<file path="src/assert_macros.svh">
// Assertion macros used by the top-level RTL file of the classifier.
// No dependencies; the bodies are empty when SYNTHESIS is defined.
`ifndef ASSERT_MACROS_SVH
`define ASSERT_MACROS_SVH
`ifndef SYNTHESIS
`define ASSERT_IMPL(label, cond, msg) \
    label: assert property (@(posedge clk) disable iff (!rst_n) (cond)) else $error(msg);
`define ASSERT_NEXT(label, pre, post, msg) \
    label: assert property (@(posedge clk) disable iff (!rst_n) (pre) |=> (post)) else $error(msg);
`else
`define ASSERT_IMPL(label, cond, msg)
`define ASSERT_NEXT(label, pre, post, msg)
`endif
`endif

</file>
<file path="src/eiptc_pkg.sv">
// Package for the Ethernet/IP transport classifier: widths, codes and types.
// No dependencies.
`timescale 1ns / 1ps
package eiptc_pkg;
    localparam int COUNTER_WIDTH_DEF  = 32;
    localparam int POSITION_WIDTH_DEF = 16;
    localparam int NUM_COUNTERS       = 12;
    localparam logic [3:0] IHL_MASK   = 4'h0F;

    typedef enum logic [1:0] {
        OP_BYTE  = 2'd0,
        OP_READ  = 2'd1,
        OP_CLEAR = 2'd2,
        OP_NONE  = 2'd3
    } opcode_t;

    typedef enum logic [3:0] {
        CLS_SHORT = 4'd0,
        CLS_ETH   = 4'd1,
        CLS_ARP   = 4'd2,
        CLS_IPV4  = 4'd3,
        CLS_IPV6  = 4'd4,
        CLS_TCP   = 4'd5,
        CLS_UDP   = 4'd6,
        CLS_ICMP  = 4'd7,
        CLS_HTTP  = 4'd8,
        CLS_HTTPS = 4'd9,
        CLS_DNS   = 4'd10
    } class_t;

    localparam int CNT_TOTAL = 0;
    localparam int CNT_ETH   = 1;
    localparam int CNT_IPV4  = 2;
    localparam int CNT_IPV6  = 3;
    localparam int CNT_TCP   = 4;
    localparam int CNT_UDP   = 5;
    localparam int CNT_ICMP  = 6;
    localparam int CNT_ARP   = 7;
    localparam int CNT_HTTP  = 8;
    localparam int CNT_HTTPS = 9;
    localparam int CNT_DNS   = 10;
    localparam int CNT_OTHER = 11;

    localparam logic [1:0] REG_HTTP  = 2'd0;
    localparam logic [1:0] REG_HTTPS = 2'd1;
    localparam logic [1:0] REG_DNS   = 2'd2;

    localparam logic [15:0] ET_IPV4 = 16'h0800;
    localparam logic [15:0] ET_IPV6 = 16'h86DD;
    localparam logic [15:0] ET_ARP  = 16'h0806;
    localparam logic [7:0]  NH_TCP   = 8'd6;
    localparam logic [7:0]  NH_UDP   = 8'd17;
    localparam logic [7:0]  NH_ICMP  = 8'd1;
    localparam logic [7:0]  NH_ICMP6 = 8'd58;

    typedef struct packed {
        logic        kind;
        logic [3:0]  pclass;
        logic [15:0] etype;
        logic [2:0]  ipver;
        logic [7:0]  ip_protocol;
        logic [7:0]  ttl;
        logic [15:0] iplen;
        logic [15:0] source_port;
        logic [15:0] destination_port;
        logic [7:0]  tcp_flags;
        logic [15:0] detail;
        logic [31:0] counter;
    } result_t;
endpackage

</file>
<file path="src/ethernet_ip_transport_classifier.sv">
// Top level of the Ethernet/IP transport classifier: byte capture, classification,
// statistics counters and the output register. Depends on eiptc_pkg, assert_macros.svh.
//
//  channel | signals                                   | direction
//  in      | in_valid, in_stall, opcode..counter_select | to block
//  out     | out_valid, out_stall, result_kind..value   | from block
//  cfg     | cfg_write, cfg_index, cfg_data             | to block
//
// One word is accepted every cycle unless in_stall is high; a result appears in the
// cycle after the word that causes it (the last byte of a frame or a counter read).
// The single output register decides rate: input is taken while it is empty or
// is being drained in the same cycle, so a stalled output stalls input.
// Reset clears the frame state, the counters and restores the default ports.
`timescale 1ns / 1ps
`include "assert_macros.svh"
module ethernet_ip_transport_classifier #(
    parameter int COUNTER_WIDTH  = eiptc_pkg::COUNTER_WIDTH_DEF,
    parameter int POSITION_WIDTH = eiptc_pkg::POSITION_WIDTH_DEF
) (
    input  logic        clk,
    input  logic        rst_n,
    input  logic        cfg_write,
    input  logic [1:0]  cfg_index,
    input  logic [15:0] cfg_data,
    input  logic        in_valid,
    output logic        in_stall,
    input  logic [1:0]  opcode,
    input  logic [7:0]  data_byte,
    input  logic        last_byte,
    input  logic [3:0]  counter_select,
    output logic        out_valid,
    input  logic        out_stall,
    output logic        result_kind,
    output logic [3:0]  packet_class,
    output logic [15:0] eth_type_code,
    output logic [2:0]  ip_ver,
    output logic [7:0]  ip_protocol,
    output logic [7:0]  ttl_value,
    output logic [15:0] ip_total_len,
    output logic [15:0] source_port,
    output logic [15:0] destination_port,
    output logic [7:0]  tcp_flag_bits,
    output logic [15:0] detail_code,
    output logic [31:0] counter_value
);
    import eiptc_pkg::*;

    localparam logic [POSITION_WIDTH-1:0] PMAX = '1;
    localparam int LW = POSITION_WIDTH + 1;

    logic [15:0] http_reg, https_reg, dns_reg;
    logic [POSITION_WIDTH-1:0] pos_reg, pos_next;
    logic [3:0]  ihl_reg, ihl_next;
    logic [15:0] et_reg, et_next, len_reg, len_next, arp_reg, arp_next;
    logic [7:0]  hop_reg, hop_next, proto_reg, proto_next;
    logic [15:0] sp_reg, sp_next, dp_reg, dp_next;
    logic [7:0]  flags_reg, flags_next, icmp_reg, icmp_next;
    logic [COUNTER_WIDTH-1:0] cnt_reg [NUM_COUNTERS];
    logic [NUM_COUNTERS-1:0]  bump;
    result_t res_reg, res_next;
    logic    ov_reg;
    logic    accept, produce;

    assign in_stall = ov_reg && out_stall;
    assign accept   = in_valid && !in_stall;

    // Capture of header bytes at fixed offsets.
    logic [POSITION_WIDTH-1:0] p;
    logic [3:0]  ihl_eff;
    logic [LW-1:0] tstart, t;
    logic is_op_byte;
    always_comb
    begin
        p = pos_reg;
        is_op_byte = accept && (opcode == OP_BYTE);
        ihl_next = ihl_reg; et_next = et_reg; len_next = len_reg; arp_next = arp_reg;
        hop_next = hop_reg; proto_next = proto_reg; sp_next = sp_reg; dp_next = dp_reg;
        flags_next = flags_reg; icmp_next = icmp_reg;
        ihl_eff = (LW'(p) == LW'(14)) ? (data_byte[3:0] & IHL_MASK) : ihl_reg;
        tstart = (et_reg == ET_IPV6) ? LW'(54) : LW'(14) + LW'({ihl_eff, 2'b00});
        t = LW'(p) - tstart;
        if (LW'(p) == LW'(12)) et_next[15:8] = data_byte;
        if (LW'(p) == LW'(13)) et_next[7:0] = data_byte;
        if (LW'(p) == LW'(14)) ihl_next = data_byte[3:0] & IHL_MASK;
        if (LW'(p) >= LW'(14)) begin
            if (et_reg == ET_IPV4) begin
                if (LW'(p) == LW'(16)) len_next[15:8] = data_byte;
                if (LW'(p) == LW'(17)) len_next[7:0] = data_byte;
                if (LW'(p) == LW'(22)) hop_next = data_byte;
                if (LW'(p) == LW'(23)) proto_next = data_byte;
            end else if (et_reg == ET_IPV6) begin
                if (LW'(p) == LW'(18)) len_next[15:8] = data_byte;
                if (LW'(p) == LW'(19)) len_next[7:0] = data_byte;
                if (LW'(p) == LW'(20)) proto_next = data_byte;
                if (LW'(p) == LW'(21)) hop_next = data_byte;
            end else if (et_reg == ET_ARP) begin
                if (LW'(p) == LW'(20)) arp_next[15:8] = data_byte;
                if (LW'(p) == LW'(21)) arp_next[7:0] = data_byte;
            end
            if ((et_reg == ET_IPV4 || et_reg == ET_IPV6) && LW'(p) >= tstart) begin
                if (t == LW'(0)) begin
                    sp_next[15:8] = data_byte;
                    icmp_next = data_byte;
                end
                if (t == LW'(1)) sp_next[7:0] = data_byte;
                if (t == LW'(2)) dp_next[15:8] = data_byte;
                if (t == LW'(3)) dp_next[7:0] = data_byte;
                if (t == LW'(13)) flags_next = data_byte;
            end
        end
        pos_next = pos_reg;
        if (is_op_byte) begin
            if (pos_reg != PMAX) pos_next = pos_reg + 1'b1;
            if (last_byte) begin
                pos_next = '0;
            end
        end
    end

    // Classification on the final byte, from the fields as updated by it, and counter reads.
    logic [LW-1:0] flen, ts2, tlen;
    logic ip_ok, is_tcp, is_udp, icmp_p, tr_ok;
    logic [15:0] spv, dpv;
    always_comb
    begin
        flen = LW'(p) + LW'(1);
        res_next = '0;
        bump = '0;
        ip_ok = 1'b0;
        ts2 = '0;
        tlen = '0;
        spv = sp_next;
        dpv = dp_next;
        is_tcp = (proto_next == NH_TCP);
        is_udp = (proto_next == NH_UDP);
        icmp_p = 1'b0;
        tr_ok = 1'b0;
        produce = 1'b0;
        if (accept && opcode == OP_READ) begin
            produce = 1'b1;
            res_next.kind = 1'b1;
            for (int i = 0; i < NUM_COUNTERS; i++)
                if (counter_select == 4'(i)) res_next.counter = 32'(cnt_reg[i]);
        end else if (is_op_byte && last_byte) begin
            produce = 1'b1;
            bump[CNT_TOTAL] = 1'b1;
            res_next.pclass = CLS_SHORT;
            if (flen >= LW'(14)) begin
                bump[CNT_ETH] = 1'b1;
                res_next.pclass = CLS_ETH;
                res_next.etype = et_next;
                if (et_next == ET_IPV4) begin
                    if (flen >= LW'(34)) begin
                        ip_ok = 1'b1; bump[CNT_IPV4] = 1'b1; res_next.pclass = CLS_IPV4;
                        res_next.ipver = 3'd4;
                        ts2 = LW'(14) + LW'({ihl_next, 2'b00});
                        icmp_p = (proto_next == NH_ICMP);
                    end
                end else if (et_next == ET_IPV6) begin
                    if (flen >= LW'(54)) begin
                        ip_ok = 1'b1; bump[CNT_IPV6] = 1'b1; res_next.pclass = CLS_IPV6;
                        res_next.ipver = 3'd6;
                        ts2 = LW'(54);
                        icmp_p = (proto_next == NH_ICMP6);
                    end
                end else if (et_next == ET_ARP) begin
                    if (flen >= LW'(42)) begin
                        bump[CNT_ARP] = 1'b1; res_next.pclass = CLS_ARP;
                        res_next.detail = arp_next;
                    end
                end else begin
                    bump[CNT_OTHER] = 1'b1;
                end
                if (ip_ok) begin
                    res_next.ip_protocol = proto_next;
                    res_next.ttl = hop_next;
                    res_next.iplen = len_next;
                    tlen = (flen >= ts2) ? flen - ts2 : '0;
                    if (is_tcp || is_udp) begin
                        tr_ok = is_tcp ? (tlen >= LW'(20)) : (tlen >= LW'(8));
                        if (tr_ok) begin
                            res_next.source_port = spv;
                            res_next.destination_port = dpv;
                            if (is_tcp) begin
                                bump[CNT_TCP] = 1'b1; res_next.pclass = CLS_TCP;
                                res_next.tcp_flags = flags_next;
                            end else begin
                                bump[CNT_UDP] = 1'b1; res_next.pclass = CLS_UDP;
                            end
                            if (spv == http_reg || dpv == http_reg) begin
                                bump[CNT_HTTP] = 1'b1; res_next.pclass = CLS_HTTP;
                            end else if (spv == https_reg || dpv == https_reg) begin
                                bump[CNT_HTTPS] = 1'b1; res_next.pclass = CLS_HTTPS;
                            end else if (spv == dns_reg || dpv == dns_reg) begin
                                bump[CNT_DNS] = 1'b1; res_next.pclass = CLS_DNS;
                            end
                        end
                    end else if (icmp_p) begin
                        if (tlen >= LW'(8)) begin
                            bump[CNT_ICMP] = 1'b1; res_next.pclass = CLS_ICMP;
                            res_next.detail = {8'h00, icmp_next};
                        end
                    end else begin
                        bump[CNT_OTHER] = 1'b1;
                    end
                end
            end
        end
    end

    always_ff @(posedge clk or negedge rst_n)
    begin
        if (!rst_n) begin
            http_reg <= 16'd80; https_reg <= 16'd443; dns_reg <= 16'd53;
        end else if (cfg_write) begin
            unique case (cfg_index)
                REG_HTTP:  http_reg <= cfg_data;
                REG_HTTPS: https_reg <= cfg_data;
                REG_DNS:   dns_reg <= cfg_data;
                default: ;
            endcase
        end
    end

    always_ff @(posedge clk or negedge rst_n)
    begin
        if (!rst_n) begin
            pos_reg <= '0; ihl_reg <= '0; et_reg <= '0; len_reg <= '0; arp_reg <= '0;
            hop_reg <= '0; proto_reg <= '0; sp_reg <= '0; dp_reg <= '0;
            flags_reg <= '0; icmp_reg <= '0;
        end else if (is_op_byte) begin
            pos_reg <= pos_next;
            if (last_byte) begin
                ihl_reg <= '0; et_reg <= '0; len_reg <= '0; arp_reg <= '0;
                hop_reg <= '0; proto_reg <= '0; sp_reg <= '0; dp_reg <= '0;
                flags_reg <= '0; icmp_reg <= '0;
            end else begin
                ihl_reg <= ihl_next; et_reg <= et_next; len_reg <= len_next;
                arp_reg <= arp_next; hop_reg <= hop_next; proto_reg <= proto_next;
                sp_reg <= sp_next; dp_reg <= dp_next; flags_reg <= flags_next;
                icmp_reg <= icmp_next;
            end
        end
    end

    always_ff @(posedge clk or negedge rst_n)
    begin
        if (!rst_n) begin
            for (int i = 0; i < NUM_COUNTERS; i++) cnt_reg[i] <= '0;
        end else if (accept && opcode == OP_CLEAR) begin
            for (int i = 0; i < NUM_COUNTERS; i++) cnt_reg[i] <= '0;
        end else begin
            for (int i = 0; i < NUM_COUNTERS; i++)
                if (bump[i]) cnt_reg[i] <= cnt_reg[i] + 1'b1;
        end
    end

    always_ff @(posedge clk or negedge rst_n)
    begin
        if (!rst_n) begin
            ov_reg <= 1'b0;
        end else if (produce) begin
            ov_reg <= 1'b1;
        end else if (!out_stall) begin
            ov_reg <= 1'b0;
        end
    end

    always_ff @(posedge clk)
    begin
        if (produce) res_reg <= res_next;
    end

    assign out_valid        = ov_reg;
    assign result_kind      = res_reg.kind;
    assign packet_class     = res_reg.pclass;
    assign eth_type_code    = res_reg.etype;
    assign ip_ver           = res_reg.ipver;
    assign ip_protocol      = res_reg.ip_protocol;
    assign ttl_value        = res_reg.ttl;
    assign ip_total_len     = res_reg.iplen;
    assign source_port      = res_reg.source_port;
    assign destination_port = res_reg.destination_port;
    assign tcp_flag_bits    = res_reg.tcp_flags;
    assign detail_code      = res_reg.detail;
    assign counter_value    = res_reg.counter;

    `ASSERT_IMPL(a_stall_only_full, !in_stall || ov_reg, "input stalled with empty output")
    `ASSERT_NEXT(a_read_gives_word, accept && opcode == OP_READ, ov_reg && result_kind,
                 "counter read produced no answer")
    `ASSERT_NEXT(a_last_resets_pos, is_op_byte && last_byte, pos_reg == '0,
                 "byte position not cleared after frame")
    `ASSERT_IMPL(a_bump_total, !(|bump) || bump[CNT_TOTAL], "counter bumped without total")
endmodule
</file>
<file path="config.mk">
export PLATFORM = sky130hd
export DESIGN_NAME = ethernet_ip_transport_classifier
export DESIGN_NICKNAME = d
export VERILOG_FILES = /design/src/eiptc_pkg.sv /design/src/ethernet_ip_transport_classifier.sv
export VERILOG_INCLUDE_DIRS = /design/src /design/src/src
export SDC_FILE = /design/constraint.sdc
export NUM_CORES = 2
export LEC_CHECK = 0
export ABC_AREA = 1
export BUFFER_PORTS_ARGS = -buffer_cell sky130_fd_sc_hd__buf_2
export CAP_MARGIN = 20
export CORE_UTILIZATION = 57
export CTS_CLUSTER_SIZE = 10
export DETAILED_ROUTE_END_ITERATION = 10
export HOLD_SLACK_MARGIN = 0.06
export PLACE_DENSITY_LB_ADDON = 0.25
export SLEW_MARGIN = 20
export SYNTH_ARGS = -nofsm -noshare
export SYNTH_HDL_FRONTEND = slang
export SYNTH_SLANG_ARGS = --single-unit
</file>
<file path="constraint.sdc">
create_clock -name clk -period 5.26 [get_ports clk]
set_input_delay 0.789 -clock clk [delete_from_list [all_inputs] [get_ports clk]]
set_output_delay 0.789 -clock clk [all_outputs]
set_load 0.01 [all_outputs]
</file>
# ---- Word level (Yosys, flattened, before mapping)
# Index checks and enable logic that the tools add are counted.
# W data, S select, Z words.
dict set report word_totals {
  wordCells 320
  inputBits 38
  regBits 709
  out_inout_bits 146
}
dict set report op_classes {
  mux 163
  magnitude_cmp 9
  n_eq_ne 48
  n_addsub 17
  n_reduce_logical 38
  bitwise 6
}
# cell count
set op_table {}
lappend op_table {{$mux W32} 24}
lappend op_table {{$mux W16} 26}
lappend op_table {{$add A32 B1 Y32 const B} 12}
lappend op_table {{$mux W384} 1}
lappend op_table {{$mux W8} 32}
lappend op_table {{$eq A16 B5 Y1 const B} 8}
lappend op_table {{$mux W17} 6}
lappend op_table {{$eq A16 B16 Y1} 6}
lappend op_table {{$eq A16 B12 Y1 const B} 4}
lappend op_table {{$mux W4} 13}
lappend op_table {{$ge A17 B6 Y1 const B} 3}
lappend op_table {{$eq A16 B4 Y1 const B} 3}
lappend op_table {{$mux W1} 40}
lappend op_table {{$eq A17 B2 Y1 const B} 2}
lappend op_table {{$ge A17 B4 Y1 const B} 2}
lappend op_table {{$eq A16 B16 Y1 const B} 2}
lappend op_table {{$reduce_bool A2 Y1} 13}
lappend op_table {{$mux W12} 2}
lappend op_table {{$mux W3} 8}
lappend op_table {{$add A16 B1 Y17 const B} 1}
lappend op_table {{$eq A17 B1 Y1 const B} 1}
lappend op_table {{$eq A17 B4 Y1 const B} 1}
lappend op_table {{$ge A16 B17 Y1} 1}
lappend op_table {{$ge A17 B17 Y1} 1}
lappend op_table {{34 further kinds} 69}

# ---- Logic depth before layout (Yosys ltp)
dict set report logic_depth {
  word_depth 22
  depth_mapped 41
  depth_no_buf 40
}

# ---- Worst setup path before layout
# No wires, ideal clock.
dict set report synth_path {
  path_kind {reg2reg}
  from {reg pos_reg[1] (netlist: p[1])}
  to {reg res_reg (netlist bit detail_code[1]) (data pin)}
  path_buffers 2
  t_required_ns 5.005
  setup_slack_ns 0.136
  t_arrival_ns 4.869
  synth_period_minus_slack_ns 5.124
  setup_ns 0.255
  stages_incl_launch_ff 39
  path_cell_list {dfrtp_1 > ha_1 > inv_1 > nor2_1 > inv_1 > nor3_1 > or2_2 > nand2_1 > nand2_1 > inv_1 > nand2_1 > nor2_1 > nand2_1 > nor2_1 > nor3_4 > inv_2 > o21ai_0 > inv_1 > [3 not listed] > nand2_1 > nand2_1 > nand2_1 > nand2_1 > a21oi_1 > nand2_1 > o21ai_0 > nand2_1 > nor2_1 > nand3_1 > nand2_1 > nand2_1 > nand2_1 > nor2_1 > buf_4 > buf_2 > o21ai_0 > inv_1}
}
dict set report synth_via {
  elab_chain_cells 15
  word_cells_on_any_way 77
  classes_between {add/sub (4); order compare (8); eq/ne (13); mux (47); bitwise (1); reduce/logical (4)}
}
# element line_no
set synth_lines {}
lappend synth_lines {{from (decl)} ethernet_ip_transport_classifier.sv:52} ;# logic [POSITION_WIDTH-1:0] pos_reg, pos_next;
lappend synth_lines {{from (signal assigned)} ethernet_ip_transport_classifier.sv:232} ;# pos_reg <= pos_next;
lappend synth_lines {{$add A16 B1 Y17 (tied with other cells)} ethernet_ip_transport_classifier.sv:126} ;# flen = LW'(p) + LW'(1);
lappend synth_lines {{$ge A17 B6 Y1 (tied with other cells)} ethernet_ip_transport_classifier.sv:160} ;# if (flen >= LW'(54)) begin
lappend synth_lines {{$mux W6 (tied with other cells)} ethernet_ip_transport_classifier.sv:160}
lappend synth_lines {{$mux W6 (tied with other cells)} ethernet_ip_transport_classifier.sv:159} ;# end else if (et_next == ET_IPV6) begin
lappend synth_lines {{$mux W17 / $mux W8 (equally long branches)} {ethernet_ip_transport_classifier.sv:152, ethernet_ip_transport_classifier.sv:85}}
lappend synth_lines {{$mux W17 / $eq A8 B6 Y1 (equally long branches)} {ethernet_ip_transport_classifier.sv:148, ethernet_ip_transport_classifier.sv:164}}
lappend synth_lines {{$mux W17 / $mux W1 (equally long branches)} {ethernet_ip_transport_classifier.sv:144, ethernet_ip_transport_classifier.sv:160}}
lappend synth_lines {{$mux W17 / $mux W1 (equally long branches)} {ethernet_ip_transport_classifier.sv:139, ethernet_ip_transport_classifier.sv:159}}
lappend synth_lines {{$sub A17 B17 Y17 (tied with other cells)} ethernet_ip_transport_classifier.sv:178} ;# tlen = (flen >= ts2) ? flen - ts2 : '0;
lappend synth_lines {{$mux W17 / $mux W1 (equally long branches)} {ethernet_ip_transport_classifier.sv:178, ethernet_ip_transport_classifier.sv:148}}
lappend synth_lines {{$ge A17 B4 Y1 / $mux W1 (equally long branches)} {ethernet_ip_transport_classifier.sv:199, ethernet_ip_transport_classifier.sv:144}}
lappend synth_lines {{$mux W16 / $mux W1 (equally long branches)} {ethernet_ip_transport_classifier.sv:199, ethernet_ip_transport_classifier.sv:139}}
lappend synth_lines {{$mux W16} ethernet_ip_transport_classifier.sv:198} ;# end else if (icmp_p) begin
lappend synth_lines {{$mux W16} ethernet_ip_transport_classifier.sv:179} ;# if (is_tcp || is_udp) begin
lappend synth_lines {{$mux W16} ethernet_ip_transport_classifier.sv:174} ;# if (ip_ok) begin
lappend synth_lines {{to (signal assigned)} ethernet_ip_transport_classifier.sv:271} ;# if (produce) res_reg <= res_next;
lappend synth_lines {{to (decl)} ethernet_ip_transport_classifier.sv:60} ;# result_t res_reg, res_next;
# Several ways; a longest one is shown, not always the timed one. The select of a mux whose other input is x is not followed.
# A chain may end at the register's enable or synchronous reset.

# ---- Final worst setup path
dict set report layout_path {
  from {reg pos_reg[12] (netlist: p[12])}
  to {reg cnt_reg[63] (netlist bit)}
}
dict set report layout_via {
  elab_chain_cells 21
  word_cells_on_any_way 79
  classes_between {add/sub (4); order compare (8); eq/ne (18); mux (42); reduce/logical (7)}
}
# element line_no
set layout_lines {}
lappend layout_lines {{branches (longest 17 deep; another with $add A16 B1 Y17)} n/a}
lappend layout_lines {{$mux W11 (*)} ethernet_ip_transport_classifier.sv:148} ;# if (flen >= LW'(14)) begin
lappend layout_lines {{$mux W12 (*)} ethernet_ip_transport_classifier.sv:144} ;# end else if (is_op_byte && last_byte) begin
lappend layout_lines {{$mux W12 (*)} ethernet_ip_transport_classifier.sv:139} ;# if (accept && opcode == OP_READ) begin
lappend layout_lines {{$reduce_bool A2 Y1 (no line) (*)} n/a}
lappend layout_lines {{to (signal, indexed assignment)} ethernet_ip_transport_classifier.sv:254} ;# if (bump[i]) cnt_reg[i] <= cnt_reg[i] + 1'b1;
lappend layout_lines {{to (decl)} ethernet_ip_transport_classifier.sv:58} ;# logic [COUNTER_WIDTH-1:0] cnt_reg [NUM_COUNTERS];
# Mark *: on every way between the ends. The select of a mux whose other input is x is not followed.

==> reports/summary.txt <==
Run status: finished with violations
Violated checks: setup timing
Max cap viols: 0
RSZ-0062 raised after global routing: yes
Worst-skew pair later-pin latency: 0.66 ns
P_leak: 22.6 nW
Number of I/O port buffers: 182
Area share of the largest cell type after synthesis: 31.6%
Slew Limit Fails: 0
Sequential power share: 42.2%
DRC Markers: 0
Tightest Pin Transition: 1.11 ns
Num CTS Buffers: 85
Worst stage delay on the critical path: 0.39 ns
Seq/Total Area, Yosys: 42.2%
Root Driver: clkbuf_16
First-pass GRT wire length: 240 mm
Largest net degree at the start of global routing: 137
Yosys top cell by area: dfrtp_1
Fin util: 69.3%
Final worst slack: -0.0432 ns
Crit path time final: 5.30 ns
CTS tree: yes
Crit path launch type: register
Synth warn: 0
CP dominant cell by count: nand2_1
Chip Height: 279 um
DR pass1 iterations: 6
Tcrit/Tclk final: 101%
Fin Hold WS: 0.151 ns
Switching pwr: 4.84 mW
Initial Utilization: 57.5%
Comb power frac: 21.2%
Post-Synthesis Net Count: 6,062
Slowest CP cell: dfrtp_1
Layout cells sized above 1: 16.0%
Pwr dens: 288 mW/mm^2
Vias in the first global route: 41,790
Via count: 45,423
Die W: 279 um
Placer Congestion: 1.07
Normalized max-slew margin: 26.1%
Endpoints failing hold: 0
Synthesized instance count: 5,993
Asr flop ratio synth: 79.8%
Vias per std cell: 5.99
Worst Skew: 0.0398 ns
Top-count cell post-synth: nand2_1
FP Rows: 101
Post-synth EDFFs: 143
Top cells by area, synth: dfrtp_1, nand2_1, edfxtp_1
WL/cell: 21.1 um
Clock power share: 36.6%
Peak Freq: 189 MHz
Dpl hpwl: 116 mm
Ys flop type: dfrtp_1
CTS sink count: 708
Net count, final: 6,556
CP Data Required Time: 5.77 ns
Critical Path AT: 5.81 ns
Yosys cell types: 66
Crit. End Element: register
Synthesized cell area: 0.0437 sq mm
Final wirelength: 160 mm
# setup viols final: 26
Synthesized flop and latch total: 708
Initial antenna violation count: 4
Final ANT Viol Nets: 0
Total global-route track usage: 39.7%
Initial DRC Count: 5,534
Core area: 0.0759 sq mm
Synth top cells by count: nand2_1, inv_1, nor2_1, dfrtp_1, o21ai_0
Post-synthesis area per instance: 7.29 sq um
I/O pin cnt: 184
Die area: 0.0778 sq mm
Grt total ovfl: 0
Maximum clock path buffer count: 3
Worst Hold Class: input port to asynchronous set/reset pin
Area Growth Syn to Fin: 20.5%
WS Path Type: register to register
# fillers: 6,406
Internal Power: 10.3 mW
VDD IR-drop max: 0.000285 V
Max FFs per register: 384
Worst-path clk slew: 0.07 ns
Crit-path max FO: 8
Switch share: 31.9%
H-tree levels: 3
==> final cells by class <==
| class | count | area [sq um] | share of cell area (%) |
|---|---|---|---|
| Inverter | 728 | 2750 | 5.22 |
| Tap cell | 1030 | 1290 | 2.45 |
| Timing Repair Buffer | 613 | 4870 | 9.24 |
| Antenna cell | 2 | 5.00 | 0.00950 |
| Timing Repair inverter | 1 | 7.51 | 0.0143 |
| Clock buffer | 137 | 2460 | 4.66 |
| Multi-Input combinational cell | 4350 | 22800 | 43.2 |
| Clock inverter | 9 | 81.3 | 0.154 |
| Sequential cell | 708 | 18400 | 35.0 |
==> cells in the final DEF (no fill, tap or decap), drive strengths merged, types with 5 or more instances in the layout <==
master / n
xor2: 157
a211oi: 10
dfstp: 13
o2111ai: 16
nand4: 207
nor4b: 5
o21a: 6
xnor2: 68
or2: 5
inv: 717
nor4: 90
nand3: 347
nor3: 269
clkinv: 18
ha: 29
o211ai: 20
edfxtp: 143
nand2: 1575
nor2: 668
o22ai: 101
o21ai: 410
a21oi: 165
buf: 603
dfrtp: 552
a221oi: 22
nor3b: 12
clkbuf: 146
o31ai: 134
a31oi: 11
==> layer usage <==
metal  track usage [%]  up-vias  routed length [um]
met5                 0        -                  27
met4              20.2        4                8970
met3              6.71      493               15200
li1                  -    21009                   -
met2              60.9     2463               71000
met1              54.1    21454               64500
==> worst paths after layout <==
path                               from            to  slack, ns  depth (start not counted)
min reg2reg                cnt_reg[285]  cnt_reg[285]       0.48                          2
min in group clk            cfg_data[5]    dns_reg[5]       0.41                          3
max reg2reg                       p[12]   cnt_reg[63]      -0.04                         36
max                               p[12]   cnt_reg[63]      -0.04                         36
max in group asynchronous         rst_n  cnt_reg[306]       3.82                          2
min                               rst_n    len_reg[1]       0.15                          1
==> metrics by stage <==
stage	instances	power (mW)	area, sq um	TNS [ns]	worst slack (ns)
floorplan	5993	8.12	43700	0	0.136
global placement	7349	9.23	47900	-18.10	-0.303
detailed placement	7349	9.29	47900	-36.12	-0.433
CTS	7528	14.9	51100	0	0.00289
global route	7576	15.7	52700	-37.54	-0.299
finish	7578	15.2	52700	-0.537	-0.0432
==> cell families after synthesis <==
| logic type | after synthesis | share of synthesized area (%) |
|---|---|---|
| compound gates | 903 | 12.1 |
| xor+xnor | 225 | 4.53 |
| fa+ha+maj | 31 | 0.922 |
| buf+inv | 942 | 8.37 |
| flops | 708 | 42.2 |
| mux | 4 | 0.0916 |
| other cells | 1 | 0.00858 |
| simple gates | 3179 | 31.7 |
==> power groups by stage <==
stage                     Clock, mW  Sequential [mW]  Combinational [mW]
after floorplan                   0             6.36                1.76
after global placement            0             6.46                2.77
after CTS                      5.59             6.37                2.97
final                          5.55             6.40                3.22
after detailed placement          0             6.47                2.82
after global routing           5.77             6.43                3.53
==> timing repair <==
item                                    CTS  global route
buffers inserted                         27            34
hold buffers                              0             0
pin swaps                                31           116
gates resized for setup                  89           266
endpoints found under the setup margin  160           244
cloned                                    6            17
==> critical path: cells and delay by family (launching register included) <==
| kind | cells | cell delay [ns] |
|---|---|---|
| buffers and inverters | 6 | 0.83 |
| DFF | 1 | 0.39 |
| AOI/OAI and AO/OA | 1 | 0.26 |
| xor gates and xnor gates | 1 | 0.13 |
| adders and majority gates | 2 | 0.53 |
| and+or+nand+nor | 26 | 2.96 |
Power figures use the tool's default switching activity.
